--- config.mk ---
export PLATFORM = sky130hd
export DESIGN_NAME = backslash_escape_decoder_unit
export DESIGN_NICKNAME = d
export VERILOG_FILES = /design/src/bed_pkg.sv /design/src/bed_decode.sv /design/src/bed_outq.sv /design/src/backslash_escape_decoder_unit.sv
export SDC_FILE = /design/constraint.sdc
export NUM_CORES = 1
export LEC_CHECK = 0
export BUFFER_PORTS_ARGS = -buffer_cell sky130_fd_sc_hd__buf_2
export CELL_PAD_IN_SITES_DETAIL_PLACEMENT = 0
export CELL_PAD_IN_SITES_GLOBAL_PLACEMENT = 1
export CORE_UTILIZATION = 48
export CTS_CLUSTER_SIZE = 20
export DETAILED_ROUTE_END_ITERATION = 12
export PLACE_DENSITY_LB_ADDON = 0.05
export SYNTH_ARGS = -nofsm -noshare
export SYNTH_HDL_FRONTEND = slang
export SYNTH_SLANG_ARGS = --single-unit
--- constraint.sdc ---
create_clock -name clk -period 6.7 [get_ports clk]
set_clock_uncertainty 0.1 [all_clocks]
set_input_delay 2.01 -clock clk [delete_from_list [all_inputs] [get_ports clk]]
set_output_delay 2.01 -clock clk [all_outputs]
set_load 0.005 [all_outputs]
--- src/bed_pkg.sv ---
// ----------------------------------------------------------------------------
// bed_pkg: shared types and constants of the backslash escape decoder
// Decode modes, the per-string state record and the result request bundle
// passed from the decode logic to the output queue.
// ----------------------------------------------------------------------------
package bed_pkg;

  // line size of the output; at most LINE_SIZE - 1 bytes leave per string
  localparam int LINE_SIZE = 4096;
  localparam int CNT_W     = $clog2(LINE_SIZE);
  localparam logic [CNT_W-1:0] EMIT_CAP    = CNT_W'(LINE_SIZE - 1);
  localparam logic [CNT_W-1:0] EMIT_CAP_M1 = CNT_W'(LINE_SIZE - 2);

  // output queue depth
  localparam int OQ_DEPTH = 4;
  localparam int OQ_AW    = $clog2(OQ_DEPTH);
  localparam int OQ_CW    = $clog2(OQ_DEPTH + 1);

  // character codes
  localparam logic [7:0] CH_BSLASH = 8'h5C;
  localparam logic [7:0] CH_X      = 8'h78;
  localparam logic [7:0] CH_ZERO   = 8'h30;
  localparam logic [7:0] CH_A      = 8'h61;
  localparam logic [7:0] CH_B      = 8'h62;
  localparam logic [7:0] CH_C      = 8'h63;
  localparam logic [7:0] CH_E      = 8'h65;
  localparam logic [7:0] CH_F      = 8'h66;
  localparam logic [7:0] CH_N      = 8'h6E;
  localparam logic [7:0] CH_R      = 8'h72;
  localparam logic [7:0] CH_T      = 8'h74;
  localparam logic [7:0] CH_V      = 8'h76;
  localparam logic [7:0] CODE_BEL  = 8'h07;
  localparam logic [7:0] CODE_BS   = 8'h08;
  localparam logic [7:0] CODE_ESC  = 8'h1B;
  localparam logic [7:0] CODE_FF   = 8'h0C;
  localparam logic [7:0] CODE_LF   = 8'h0A;
  localparam logic [7:0] CODE_CR   = 8'h0D;
  localparam logic [7:0] CODE_TAB  = 8'h09;
  localparam logic [7:0] CODE_VT   = 8'h0B;

  typedef enum logic [2:0] {
    MODE_NORMAL = 3'd0,
    MODE_BSLASH = 3'd1,
    MODE_OCTAL  = 3'd2,
    MODE_HEX    = 3'd3,
    MODE_STOP   = 3'd4
  } mode_t;

  typedef struct packed {
    mode_t            mode;
    logic [7:0]       value;
    logic [1:0]       dcount;
    logic [CNT_W-1:0] emitted;
  } dec_state_t;

  // up to two results of one request; v1 implies v0, the later one is last
  typedef struct packed {
    logic       v0;
    logic [7:0] b0;
    logic       v1;
    logic [7:0] b1;
  } push_t;

endpackage

--- src/bed_decode.sv ---
// ----------------------------------------------------------------------------
// bed_decode: per-byte decode logic
// From the current string state and one input byte, computes the results
// (after the output cap) and the next string state. Purely combinational.
// ----------------------------------------------------------------------------
module bed_decode (
  input  bed_pkg::dec_state_t state_cur,
  input  logic                esc_en,
  input  logic [7:0]          in_byte,
  input  logic                eos,
  output bed_pkg::dec_state_t state_nxt,
  output bed_pkg::push_t      push
);
  import bed_pkg::*;

  logic       plain_esc;
  logic       oct_ok;
  logic [7:0] oct_val;
  logic       hex_ok;
  logic [3:0] hex_nib;
  logic [7:0] hex_val;

  mode_t      mode_mid;
  logic [7:0] value_mid;
  logic [1:0] dcount_mid;
  logic       p0_v, p1_v, f_v;
  logic [7:0] p0_b, p1_b, f_b;
  logic       a_v, b_v;
  logic [7:0] a_b, b_b;
  logic       acc_a, acc_b;

  assign plain_esc = esc_en && (in_byte == CH_BSLASH);
  assign oct_ok    = (in_byte[7:3] == CH_ZERO[7:3]);
  assign oct_val   = {state_cur.value[4:0], in_byte[2:0]};
  assign hex_val   = {state_cur.value[3:0], hex_nib};

  // hex digit classification
  always_comb begin
    hex_ok  = 1'b0;
    hex_nib = in_byte[3:0];
    if (in_byte >= 8'h30 && in_byte <= 8'h39) begin
      hex_ok = 1'b1;
    end else if ((in_byte >= 8'h61 && in_byte <= 8'h66) ||
                 (in_byte >= 8'h41 && in_byte <= 8'h46)) begin
      hex_ok  = 1'b1;
      hex_nib = in_byte[3:0] + 4'd9;
    end
  end

  // main step
  always_comb begin
    mode_mid   = state_cur.mode;
    value_mid  = state_cur.value;
    dcount_mid = state_cur.dcount;
    p0_v       = 1'b0;
    p0_b       = in_byte;
    p1_v       = 1'b0;
    p1_b       = in_byte;
    unique case (state_cur.mode)
      MODE_BSLASH: begin
        mode_mid = MODE_NORMAL;
        p0_v     = 1'b1;
        unique case (in_byte)
          CH_BSLASH: p0_b = CH_BSLASH;
          CH_A:      p0_b = CODE_BEL;
          CH_B:      p0_b = CODE_BS;
          CH_E:      p0_b = CODE_ESC;
          CH_F:      p0_b = CODE_FF;
          CH_N:      p0_b = CODE_LF;
          CH_R:      p0_b = CODE_CR;
          CH_T:      p0_b = CODE_TAB;
          CH_V:      p0_b = CODE_VT;
          CH_C: begin
            p0_v     = 1'b0;
            mode_mid = MODE_STOP;
          end
          CH_ZERO: begin
            p0_v       = 1'b0;
            mode_mid   = MODE_OCTAL;
            value_mid  = '0;
            dcount_mid = '0;
          end
          CH_X: begin
            p0_v       = 1'b0;
            mode_mid   = MODE_HEX;
            value_mid  = '0;
            dcount_mid = '0;
          end
          default: begin
            p0_b = CH_BSLASH;
            p1_v = 1'b1;
          end
        endcase
      end
      MODE_OCTAL: begin
        if (oct_ok) begin
          value_mid  = oct_val;
          dcount_mid = state_cur.dcount + 2'd1;
          if (state_cur.dcount == 2'd2) begin
            p0_v     = 1'b1;
            p0_b     = oct_val;
            mode_mid = MODE_NORMAL;
          end
        end else begin
          p0_v     = 1'b1;
          p0_b     = state_cur.value;
          mode_mid = plain_esc ? MODE_BSLASH : MODE_NORMAL;
          p1_v     = !plain_esc;
        end
      end
      MODE_HEX: begin
        if (hex_ok) begin
          value_mid  = hex_val;
          dcount_mid = state_cur.dcount + 2'd1;
          if (state_cur.dcount == 2'd1) begin
            p0_v     = 1'b1;
            p0_b     = hex_val;
            mode_mid = MODE_NORMAL;
          end
        end else begin
          p0_v     = 1'b1;
          p0_b     = (state_cur.dcount != 2'd0) ? state_cur.value : CH_X;
          mode_mid = plain_esc ? MODE_BSLASH : MODE_NORMAL;
          p1_v     = !plain_esc;
        end
      end
      MODE_STOP: begin
        mode_mid = MODE_STOP;
      end
      default: begin
        mode_mid = plain_esc ? MODE_BSLASH : MODE_NORMAL;
        p0_v     = !plain_esc;
      end
    endcase
  end

  // end-of-string flush of a pending escape
  always_comb begin
    f_v = 1'b0;
    f_b = CH_BSLASH;
    if (eos) begin
      unique case (mode_mid)
        MODE_OCTAL: begin
          f_v = 1'b1;
          f_b = value_mid;
        end
        MODE_HEX: begin
          f_v = 1'b1;
          f_b = (dcount_mid != 2'd0) ? value_mid : CH_X;
        end
        MODE_BSLASH: f_v = 1'b1;
        default:     f_v = 1'b0;
      endcase
    end
  end

  // first two candidates in order, then the line cap
  always_comb begin
    if (p0_v) begin
      a_v = 1'b1;
      a_b = p0_b;
      b_v = p1_v ? 1'b1 : f_v;
      b_b = p1_v ? p1_b : f_b;
    end else begin
      a_v = f_v;
      a_b = f_b;
      b_v = 1'b0;
      b_b = f_b;
    end
  end

  assign acc_a = a_v && (state_cur.emitted < EMIT_CAP);
  assign acc_b = b_v && (state_cur.emitted < EMIT_CAP_M1);

  assign push.v0 = acc_a;
  assign push.b0 = a_b;
  assign push.v1 = acc_b;
  assign push.b1 = b_b;

  always_comb begin
    if (eos) begin
      state_nxt.mode    = MODE_NORMAL;
      state_nxt.value   = '0;
      state_nxt.dcount  = '0;
      state_nxt.emitted = '0;
    end else begin
      state_nxt.mode    = mode_mid;
      state_nxt.value   = value_mid;
      state_nxt.dcount  = dcount_mid;
      state_nxt.emitted = state_cur.emitted + CNT_W'(acc_a) + CNT_W'(acc_b);
    end
  end

endmodule

--- src/bed_outq.sv ---
// ----------------------------------------------------------------------------
// bed_outq: result queue
// Small register queue taking up to two results per cycle and handing out
// one per cycle on the valid/stall output channel while out_stall is low.
// ----------------------------------------------------------------------------
module bed_outq (
  input  logic           clk,
  input  logic           rst_n,
  input  logic           push_en,
  input  bed_pkg::push_t push,
  output logic           full,
  output logic           out_valid,
  input  logic           out_stall,
  output logic [7:0]     out_byte,
  output logic           out_last
);
  import bed_pkg::*;

  typedef struct packed {
    logic [7:0] data;
    logic       last;
  } entry_t;

  entry_t           mem_r [OQ_DEPTH];
  logic [OQ_AW-1:0] wr_ptr_r, wr_ptr_nxt;
  logic [OQ_AW-1:0] rd_ptr_r, rd_ptr_nxt;
  logic [OQ_CW-1:0] count_r, count_nxt;
  logic [OQ_CW-1:0] push_n;
  logic             pop;

  assign out_valid = (count_r != '0);
  assign out_byte  = mem_r[rd_ptr_r].data;
  assign out_last  = mem_r[rd_ptr_r].last;
  assign pop       = out_valid && !out_stall;
  // set when there is no room for two more results
  assign full      = (count_r > OQ_CW'(OQ_DEPTH - 2));

  assign push_n     = push_en ? (OQ_CW'(push.v0) + OQ_CW'(push.v1)) : '0;
  assign wr_ptr_nxt = wr_ptr_r + push_n[OQ_AW-1:0];
  assign rd_ptr_nxt = rd_ptr_r + OQ_AW'(pop);
  assign count_nxt  = count_r + push_n - OQ_CW'(pop);

  always_ff @(posedge clk) begin
    if (!rst_n) begin
      wr_ptr_r <= '0;
      rd_ptr_r <= '0;
      count_r  <= '0;
    end else begin
      wr_ptr_r <= wr_ptr_nxt;
      rd_ptr_r <= rd_ptr_nxt;
      count_r  <= count_nxt;
    end
  end

  always_ff @(posedge clk) begin
    if (push_en && push.v0) begin
      mem_r[wr_ptr_r] <= '{data: push.b0, last: !push.v1};
    end
    if (push_en && push.v1) begin
      mem_r[wr_ptr_r + OQ_AW'(1)] <= '{data: push.b1, last: 1'b1};
    end
  end

endmodule

--- src/backslash_escape_decoder_unit.sv ---
// ----------------------------------------------------------------------------
// backslash_escape_decoder_unit: echo-style backslash escape decoder
// Decodes a byte string with backslash escapes into output bytes, with an
// output cap per string and a run-time switch to pass bytes unchanged.
// ----------------------------------------------------------------------------
//
//  channel  | ports                                   | direction
//  ---------+-----------------------------------------+----------
//  input    | in_valid, in_stall, in_byte,            | in
//           | in_end_of_string                        |
//  result   | out_valid, out_stall, out_byte, out_last| out
//  config   | cfg_wr_en, cfg_wr_data (escape enable)  | in
//
//  one input byte per cycle unless in_stall; each byte gives zero, one or
//  two result requests, written into a four-entry queue in the cycle it is
//  taken; results leave one per cycle unless out_stall, so the queue port
//  sets the long-run rate: bytes that give two results can make the input
//  stall; in_stall is high while the queue holds three or more results
//  synchronous active-low reset: normal mode, empty queue, escapes enabled
//
module backslash_escape_decoder_unit (
  input  logic       clk,
  input  logic       rst_n,
  // input channel
  input  logic       in_valid,
  output logic       in_stall,
  input  logic [7:0] in_byte,
  input  logic       in_end_of_string,
  // result channel
  output logic       out_valid,
  input  logic       out_stall,
  output logic [7:0] out_byte,
  output logic       out_last,
  // configuration
  input  logic       cfg_wr_en,
  input  logic       cfg_wr_data
);
  import bed_pkg::*;

  // escape enable register
  logic       esc_en_r;

  // per-string decode state: mode, pending digits, bytes emitted so far
  dec_state_t state_r, state_nxt;

  // results of the byte on the input ports
  push_t      push;
  logic       q_full;
  logic       in_acc;

  // a byte is taken only when the queue can hold both of its results
  assign in_stall = q_full;
  assign in_acc   = in_valid && !in_stall;

  always_ff @(posedge clk) begin
    if (!rst_n) begin
      esc_en_r <= 1'b1;
    end else if (cfg_wr_en) begin
      esc_en_r <= cfg_wr_data;
    end
  end

  always_ff @(posedge clk) begin
    if (!rst_n) begin
      state_r <= '{mode: MODE_NORMAL, value: '0, dcount: '0, emitted: '0};
    end else if (in_acc) begin
      state_r <= state_nxt;
    end
  end

  // combinational decode of one byte against the stored state
  bed_decode u_decode (
    .state_cur (state_r),
    .esc_en    (esc_en_r),
    .in_byte   (in_byte),
    .eos       (in_end_of_string),
    .state_nxt (state_nxt),
    .push      (push)
  );

  // result queue, doubles as the output register
  bed_outq u_outq (
    .clk       (clk),
    .rst_n     (rst_n),
    .push_en   (in_acc),
    .push      (push),
    .full      (q_full),
    .out_valid (out_valid),
    .out_stall (out_stall),
    .out_byte  (out_byte),
    .out_last  (out_last)
  );

  // end of string brings the decoder back to a clean normal state
  a_eos_clears: assert property (@(posedge clk) disable iff (!rst_n)
    (in_acc && in_end_of_string) |=>
      (state_r.mode == MODE_NORMAL && state_r.emitted == '0))
    else $error("state not cleared after end of string");

  // the emitted count never passes the line cap
  a_cap: assert property (@(posedge clk) disable iff (!rst_n)
    state_r.emitted <= EMIT_CAP)
    else $error("emitted count beyond cap");

  // after the stop escape nothing more is produced
  a_stop_silent: assert property (@(posedge clk) disable iff (!rst_n)
    (in_acc && state_r.mode == MODE_STOP) |-> (!push.v0 && !push.v1))
    else $error("result produced after stop escape");

  // with escapes off, normal mode never starts an escape
  a_plain_pass: assert property (@(posedge clk) disable iff (!rst_n)
    (in_acc && !in_end_of_string && state_r.mode == MODE_NORMAL && !esc_en_r)
      |=> (state_r.mode == MODE_NORMAL))
    else $error("escape started while escapes disabled");

endmodule

Word-level counts from Yosys, hierarchy flattened
Memories as Yosys holds them, arrays and structs flattened. A register that Yosys moved wholly into a read port is not among the register bits.
Cells that the tools add are included.
{"block": "classes", "n_addsub": 10, "order_cmp": 9, "n_eq_ne": 22, "mux": 54, "n_reduce_logical": 22}
{"op": "$mux 8", "count": 13}
{"op": "$eq 8x7->1 const B", "count": 11}
{"op": "$pmux 8 s9", "count": 1}
{"op": "$pmux 8 s3", "count": 2}
{"op": "$mux 25", "count": 1}
{"op": "$add 12x1->12", "count": 2}
{"op": "$lt 12x12->1 const B", "count": 2}
{"op": "$mux 1", "count": 20}
{"op": "$ge 8x7->1 const B", "count": 2}
{"op": "$le 8x7->1 const B", "count": 2}
{"op": "$pmux 8 s2", "count": 1}
{"op": "$mux 3", "count": 5}
{"op": "$eq 3x2->1 const B", "count": 4}
{"op": "$pmux 3 s4", "count": 1}
{"op": "$reduce_or 12->1", "count": 1}
{"op": "$logic_and 1x1->1", "count": 10}
{"op": "$pmux 3 s3", "count": 1}
{"op": "$eq 8x6->1 const B", "count": 1}
{"op": "$ge 8x6->1 const B", "count": 1}
{"op": "$le 8x6->1 const B", "count": 1}
{"op": "$mux 2", "count": 4}
{"op": "$mux 4", "count": 2}
{"op": "$eq 3x1->1 const B", "count": 2}
{"op": "$pmux 2 s3", "count": 1}
{"op": "20 further kinds", "count": 26}
{"block": "word_totals", "reg_bits": 33, "ramBits": 36, "inputBits": 15, "out_inout_bits": 11, "word_cells": 126, "memories": 1}
{"memory": "u_outq.mem_r", "words": 4, "width": 9, "rd": 1, "rd_clocked_by_memory_dff": 1, "wr": 2, "line_no": "bed_outq.sv:24", "text": "entry_t mem_r [OQ_DEPTH];"}

Depth between registers and ports, before layout
Gate-level depths: netlist of the first run.
{"block": "logic_depth", "ltp_word": 18, "mapped_depth": 21, "ltp_nobuf": 17}

By module
Synthesis of the first run repeated with hierarchy kept, for this count alone.
{"block": "hier_totals", "hier_cells": 584, "area_unflattened_um2": 5370.2}
{"mod": "bed_decode", "n_inst": 1, "cells_per_inst": 330, "area_per_inst_um2": 2170.8, "seq_area_each_um2": 0.0}
{"mod": "bed_outq", "n_inst": 1, "cells_per_inst": 141, "area_per_inst_um2": 2123.3, "seq_area_each_um2": 1181.1}
{"mod": "backslash_escape_decoder_unit", "n_inst": 1, "cells_per_inst": 113, "area_per_inst_um2": 1076.0, "seq_area_each_um2": 520.5}

Worst setup path before layout of the first run
No wires, ideal clock.
{"block": "synth_timing", "path_kind": "input to register", "start": "input in_byte[0]", "end": "register u_outq.count_r[2]", "setup_time_ns": 0.115, "arrival_ns": 5.816, "required_ns": 6.485, "slack_ns": 0.670, "cell_stages": 21, "n_path_buf": 4, "path_cell_list": "clkbuf_1 inv_1 ha_1 clkbuf_1 nor3b_2 nor4_4 a21oi_1 buf_2 o21ai_0 a21oi_1 and2_1 clkbuf_1 and2_1 ha_1 nand2_1 ha_1 inv_1 fa_1 xnor2_1 xnor2_1 and2_1"}
{"block": "synth_between", "elab_chain_cells": 18, "elab_cells_between_ends": 55, "classes_between": "add/sub: 3; order compare: 6; eq/ne: 15; mux: 20; reduce/logical: 11"}
{"element": "start, declared", "line_no": "backslash_escape_decoder_unit.sv:27", "text": "input logic [7:0] in_byte,"}
{"element": "$ge 8x7->1, or another cell as far along", "line_no": "bed_decode.sv:43", "text": "end else if ((in_byte >= 8'h61 && in_byte <= 8'h66) ||"}
{"element": "$logic_and 1x1->1, on equally long branches", "line_no": "bed_decode.sv:43, bed_decode.sv:44"}
{"element": "$logic_or 1x1->1", "line_no": "bed_decode.sv:43"}
{"element": "$mux 1", "line_no": "bed_decode.sv:43"}
{"element": "$mux 1", "line_no": "bed_decode.sv:41", "text": "if (in_byte >= 8'h30 && in_byte <= 8'h39) begin"}
{"element": "$mux 3", "line_no": "bed_decode.sv:112", "text": "if (hex_ok) begin"}
{"element": "$pmux 3 s4", "line_no": "bed_decode.sv:59", "text": "unique case (state_cur.mode)"}
{"element": "$eq 3x2->1 / $eq 3x1->1 (equally long branches)", "line_no": "bed_decode.sv:142", "text": "unique case (mode_mid)"}
{"element": "(+2 left out)"}
{"element": "$mux 1", "line_no": "bed_decode.sv:141", "text": "if (eos) begin"}
{"element": "$mux 1", "line_no": "bed_decode.sv:162", "text": "b_v = p1_v ? 1'b1 : f_v;"}
{"element": "$mux 1", "line_no": "bed_decode.sv:159", "text": "if (p0_v) begin"}
{"element": "$logic_and 1x1->1", "line_no": "bed_decode.sv:173", "text": "assign acc_b = b_v && (state_cur.emitted < EMIT_CAP_M1);"}
{"element": "$add 1x1->2 *", "line_no": "bed_outq.sv:38", "text": "assign push_n = push_en ? (OQ_CW'(push.v0) + OQ_CW'(push.v1)) : '0;"}
{"element": "$mux 3 *", "line_no": "bed_outq.sv:38"}
{"element": "$add 3x3->3 *", "line_no": "bed_outq.sv:41", "text": "assign count_nxt = count_r + push_n - OQ_CW'(pop);"}
{"element": "$sub 3x1->3 *", "line_no": "bed_outq.sv:41"}
{"element": "end signal, assigned", "line_no": "bed_outq.sv:51", "text": "count_r <= count_nxt;"}
{"element": "end, declared", "line_no": "bed_outq.sv:27", "text": "logic [OQ_CW-1:0] count_r, count_nxt;"}
Mark *: on every way between the ends. The rest lies on a longest branch, timed or not.
A chain may end at the register's enable or synchronous reset.

Final worst setup path of the first run
{"block": "layout_timing", "start": "input in_byte[1]", "end": "register u_outq.count_r[2]"}
The elaborated chain is that of the path after synthesis.

==> results.md, run 1 <==
* Wl on met1 at 6.08 mm
* HP Start: u_outq.mem_r[1][0]
* Hold EP: u_outq.mem_r[1][0]
* Uppermost layer routed: met4
* Worst hold path class: reg2reg
* Comb power frac at 24.7%
* Switching power at 0.000359 W
* Worst Path Arrival at 5.96 ns
* CTS Sinks at 69
* Worst Path Required at 6.85 ns
* Drt total wl at 14.1 mm
* GRT overflow at 0
* Leakage power at 1.88 nW
* Startpoint Class: primary input
* Met3 Wirelength at 1.14 mm
* Post-synth ARST share at 0%
* Reg-to-reg endpoint: u_outq.count_r[2]
* GRT Overall Usage at 28.2%
* Die width at 103 µm
* Initial antenna violation count at 0
* Crit end category: register
* #FFs+latches synth at 69
* Row count at 36
* CTS tree: yes
* Normalized max-slew margin at 42.0%
* Place WS at 0.555 ns
* Fmax at 172 MHz
* P_int at 0.000789 W
* Fin. Hold Viols at 0
* Sequential-to-total area share from yosys stat at 34.7%
* Post-synth EDFFs at 32
* Placed inst area at 5110 µm²
* Clk slew on worst S/H paths at 0.09 ns
* Most frequent cell after synthesis: nor2_1
* Setup violators final at 0
* Synth Net Count at 583
* Power density cells at 217 nW/µm²
* Dominant cells by area after synthesis: edfxtp_1, dfxtp_1, mux4_2
* CTS Hold Buffers Added at 0
* Longest Clk Path Bufs at 2
* Reg2reg path depth at 15
* Vias per cell at 6.49
* Worst-path fanout max at 12
* Core area at 9820 µm²
* Final cell count without fillers at 701
* Die Height at 103 µm
* MaxCap Viol Count at 0
* Dominant cell type by area after synthesis: edfxtp_1
* Yosys warning count at 0
* FF-to-FF Start: state_r[23]
* Clk_lat worst skew at 0.35 ns
* Flop2flop setup slack at 2.58 ns
* Flop pwr share at 45.5%
* Initial DRC count at 464
* WL per Instance at 20.1 µm
* First-pass GRT wire length at 22.5 mm
* Post_cts resized at 0
* Diodes inserted at 0
* Port Buf Inserts at 25
* Worst-margin pin slew at 0.860 ns
* Pre-antenna DRT Iters at 5
* Vias in the first global route at 4331
* Starting Density at 49.9%
* Area Overhead vs Synth at 8.23%
* Number of buffers created by CTS at 9
* DIE AREA at 10600 µm²
* Outcome: finished clean
* Number of remaining DRC errors at 0
* Gate Count Post-Synth at 552
* Post-route minimum period at 5.81 ns
* RePlAce Congestion at 0.922
* Met2 routed WL at 6.49 mm
* Max VDD drop at 181 µV
* # H-tree levels at 3
* Final Cell Area at 5300 µm²
* ANT nets after route at 0
* DR vias at 4546
* Setup TNS at 0 ns
* Setup bufs post-CTS at 0
* Fin nets at 594
* HPWL Detailed at 10.5 mm
* Io pins at 26
* Post-synth cell types at 78
* Cell total after placement at 685
* Commonest cells post-synth: nor2_1, nand2_1, a21oi_1
* Clock network power share at 29.8%
* Synth Area per Inst at 8.87 µm²
* Largest net degree at the start of global routing at 25
* Slew Limit Fails at 0
* Post-synth top area share at 19.6%
* Final setup margin at 0.885 ns
* Root Buffer: clkbuf_8
* RSZ-0062 raised after global routing: no
* Critical path class: in2reg
* Most used DFF post-synth: dfxtp_1
* Netlist Area Pre-Place at 4900 µm²
* Net Sw Frac at 31.2%
* Hold Path Stages at 2
* Fin crit share at 86.8%
* Fraction of layout cells with a size suffix above 1 at 14.8%
==> worst max-delay path: stages <==
cell and delay [ns]:
buf_2 0.18, inv_1 0.10, ha_1 0.32, nor3b_2 0.32, nor4_4 0.08, a21oi_1 0.44, nor3_1 0.12, buf_4 0.19
o221ai_2 0.28, nand3b_2 0.22, and2_1 0.26, ha_1 0.27, and3_1 0.18, ha_1 0.19, fa_1 0.38, xnor2_1 0.19
xnor2_1 0.08, and2_1 0.15
==> power by group through the flow <==
stage	Combinational, W	Sequential (W)	Clock, W
finish	0.000284	0.000523	0.000342
global route	0.000324	0.000529	0.000370
CTS	0.000286	0.000524	0.000353
detailed placement	0.000286	0.000534	0
global placement	0.000282	0.000531	0
floorplan	0.000221	0.000506	0
==> sequential cells by signal (all words and copies together), names as in the netlist <==
signal and cells:
state_r 25, u_outq.wr_ptr_r 2, u_outq.mem_r 36, esc_en_r 1
u_outq.count_r 3, u_outq.rd_ptr_r 2
==> cell usage in the layout, fill, tap and decap left out, types with 5 or more instances in the layout <==
cell type  Yosys  routed
nand2b_1       5       5
buf_4          0       8
inv_1         26      26
nor2_1        45      45
nor2b_1       17      17
nor3_1        12      12
a22oi_1       12      12
o22ai_1       32      32
clkbuf_8       0       9
a211oi_1       7       7
nand4b_1       5       5
a21oi_1       38      38
nand2_1       39      39
o21ai_0       30      30
ha_1          14      14
dfxtp_1       37      37
and2_1        13      13
a21boi_0       5       5
mux2i_1        5       5
edfxtp_1      32      32
xor2_1        11      11
xnor2_1        5       5
mux4_2         9       9
nand3_1       11      11
nand4_1        8       8
buf_2          7      25
and3_1         5       5
==> metrics by stage <==
stage,total power (W),utilization (%),hold slack (ns)
2_1_floorplan,0.000727,-,0.329
3_3_place_gp,0.000812,52.0,0.354
3_5_place_dp,0.000820,52.0,0.367
4_1_cts,0.00116,54.0,0.381
5_1_grt,0.00122,54.0,0.400
6_report,0.00115,54.0,0.376
==> area by class of cell <==
cell class | instances | area (µm²)
clock inverters | 6 | 63.8
repair buffers | 33 | 185
clock buffers | 10 | 128
flip-flops and latches | 69 | 1700
fillers | 975 | 4520
inverters | 26 | 97.6
multi-input cells | 424 | 2960
well taps | 133 | 166
==> routing by layer <==
| layer | vias up | global-route usage (%) |
|---|---|---|
| met5 | - | 0 |
| met4 | 0 | 12.1 |
| met3 | 35 | 6.58 |
| met2 | 235 | 44.2 |
| met1 | 2159 | 37.2 |
| li1 | 2117 | - |
==> kinds of logic (layout without fill, tap and decap cells) <==
family / Yosys count / after routing / synth area share (%)
buffers and inverters: 59 / 75 / 4.85
AO/OA/AOI/OAI: 178 / 178 / 24.8
XOR/XNOR: 16 / 16 / 2.86
adder cells (fa/ha/maj): 16 / 16 / 4.39
AND/OR/NAND/NOR: 198 / 198 / 22.8
flip-flops: 69 / 69 / 34.7
multiplexers: 16 / 16 / 5.62
==> worst max path at each step <==
| stage | slack, ns | from | end |
|---|---|---|---|
| floorplan | 0.67 | in_byte[0] | u_outq.count_r[2] |
| global placement | 0.66 | in_byte[1] | u_outq.count_r[2] |
| detailed placement | 0.55 | in_byte[1] | u_outq.count_r[2] |
| CTS | 0.93 | in_byte[1] | u_outq.count_r[2] |
| global route | 0.68 | in_byte[1] | u_outq.count_r[2] |
| finish | 0.89 | in_byte[1] | u_outq.count_r[2] |
(Power assumes the default switching activity.)
==> run 2, diff against run 1 <==
--- a/config.mk
+++ b/config.mk
@@ -11,3 +11,3 @@
 export CORE_UTILIZATION = 48
-export CTS_CLUSTER_SIZE = 20
+export CTS_CLUSTER_SIZE = 25
 export DETAILED_ROUTE_END_ITERATION = 12
==> constraint.sdc (replaced) <==
create_clock -name clk -period 6.7 [get_ports clk]
set_clock_uncertainty 0.1 [all_clocks]
set_input_delay 0 -clock clk [delete_from_list [all_inputs] [get_ports clk]]
set_output_delay 0 -clock clk [all_outputs]
set_load 0.005 [all_outputs]
==> run 2 against run 1 <==
Cell count down 0.14%. Via count down 1.7%. Sequential cell count unchanged. First-iteration DRC count down 8.0%. Largest power group unchanged.
==> results.md, run 2 (synthesis gave the netlist of run 1 again) <==
* Worst-path fanout max at 14
* Commonest non-fill, non-tap cell in the layout: nor2_1
* Post_cts resized at 0
* Number of buffers created by CTS at 9
* GRT Overall Usage at 28.0%
* Biggest regs: u_outq.mem_r x36, state_r x25, u_outq.count_r x3
* Io pins at 26
* DIE AREA at 10600 µm²
* Crit end category: register
* MaxCap Viol Count at 0
* Drt total wl at 13.9 mm
* Vias per cell at 6.38
* RSZ-0062 raised after global routing: no
* Fill cells at 963
* Post-route minimum period at 4.84 ns
* Fraction of layout cells with a size suffix above 1 at 14.3%
* Initial DRC count at 427
* Row count at 36
* Reg2reg path depth at 13
* Clk_lat worst skew at 0.35 ns
* Reg with most FFs: u_outq.mem_r
* Fin. Hold Viols at 0
* Largest net degree at the start of global routing at 25
* Final core occ at 54.4%
* Root Buffer: clkbuf_8
* CTS tree: yes
* Core area at 9820 µm²
* Area Overhead vs Synth at 9.04%
* Setup TNS at 0 ns
* Longest Clk Path Bufs at 2
* Fmax at 207 MHz
* Clk slew on worst S/H paths at 0.09 ns
* Vias in the first global route at 4201
* Fin crit share at 72.2%
* Max reg flops at 36
* Most frequent cells in the layout: nor2_1, nand2_1, a21oi_1, dfxtp_1
* Place WS at 1.57 ns
* Starting Density at 49.9%
* Power density cells at 226 nW/µm²
* HPWL Detailed at 10.0 mm
* Max VDD drop at 162 µV
* Worst-margin pin slew at 0.974 ns
* Worst Path Required at 6.85 ns
* Worst hold path class: in2reg
* Fin nets at 593
* Startpoint Class: primary input
* Cell total after placement at 680
* Slew Limit Fails at 0
* Worst Path Arrival at 4.99 ns
* Final cell count without fillers at 700
* Die Height at 103 µm
* Leakage power at 1.90 nW
* Setup violators final at 0
* GRT overflow at 0
* Fin Hold WS at 0.0321 ns
* RePlAce Congestion at 0.957
* Normalized max-slew margin at 34.5%
* Hold Path Stages at 3
* Diodes inserted at 0
* DR vias at 4468
* Initial antenna violation count at 0
* First-pass GRT wire length at 22.3 mm
* CTS Sinks at 69
* # H-tree levels at 3
* Number of remaining DRC errors at 0
* Outcome: finished clean
* Critical path class: in2reg
* Port Buf Inserts at 25
* WL per Instance at 19.8 µm
* Die width at 103 µm
* Final setup margin at 1.86 ns
* ANT nets after route at 0
* Pre-antenna DRT Iters at 5
[run 2: cell types whose count changed in the layout (fill, tap and decap cells not counted)]
cell	before	now
clkinv_2	1	0
clkbuf_1	1	0
inv_6	0	3
clkinv_1	1	0
clkinv_4	2	0
bufinv_16	1	2
inv_8	0	1
buf_4	8	3
dlygate4sd3_1	0	4
[run 2: final cells by class]
type                            count  area [µm²]  share of cell area [%]
Clock inverter                      7         105                    1.97
Clock buffer                        9         124                    2.32
Sequential cell                    69        1700                    31.9
Multi-Input combinational cell    424        2960                    55.4
Timing Repair Buffer               32         188                    3.51
Tap cell                          133         166                    3.12
Inverter                           26        97.6                    1.83
[run 2: worst paths after layout]
| kind | slack [ns] | endpoint | from |
|---|---|---|---|
| worst max-delay path | 1.86 | u_outq.count_r[2] | in_byte[0] |
| worst min-delay path | 0.03 | state_r[1] | in_end_of_string |
| worst max register to register | 2.28 | u_outq.count_r[2] | state_r[24] |
| worst min register to register | 0.37 | u_outq.mem_r[1][0] | u_outq.mem_r[1][0] |
[run 2: power breakdown]
part / total (W) / internal, W / switching, W
logic: 0.000282 / 0.000131 / 0.000151
registers: 0.000522 / 0.000486 / 0.0000369
clock network: 0.000401 / 0.000216 / 0.000185
[run 2: worst max-delay path, cell delays in order]
cell and delay, ns:
buf_2 0.18, inv_1 0.15, ha_1 0.34, nor3b_2 0.31, nor4_4 0.08, a21oi_1 0.68
nor3_1 0.27, o31ai_1 0.89, nand3b_2 0.33, and2_1 0.30, ha_1 0.27, and3_1 0.18
ha_1 0.19, fa_1 0.37, xnor2_1 0.20, xnor2_1 0.08, and2_1 0.15
[run 2: stage by stage]
step	total power [W]	cell area, µm²
floorplan	0.000727	4900
global placement	0.000810	5070
detailed placement	0.000814	5070
CTS	0.00121	5340
global route	0.00127	5340
finish	0.00121	5340
[run 2: repair_timing]
action | in CTS | in global routing
setup buffers | 0 | 0
hold buffers | 4 | 0
endpoints found under the hold margin | 15 | 0
[run 2: routing by layer]
| layer | part of all wire, % | vias to the layer above | GRT usage [%] |
|---|---|---|---|
| met3 | 8.9 | 31 | 5.08 |
| met4 | 2.5 | 0 | 10.9 |
| met1 | 43 | 2097 | 38.3 |
| met2 | 45 | 234 | 43.9 |
| met5 | 0 | - | 0 |
| li1 | - | 2106 | - |
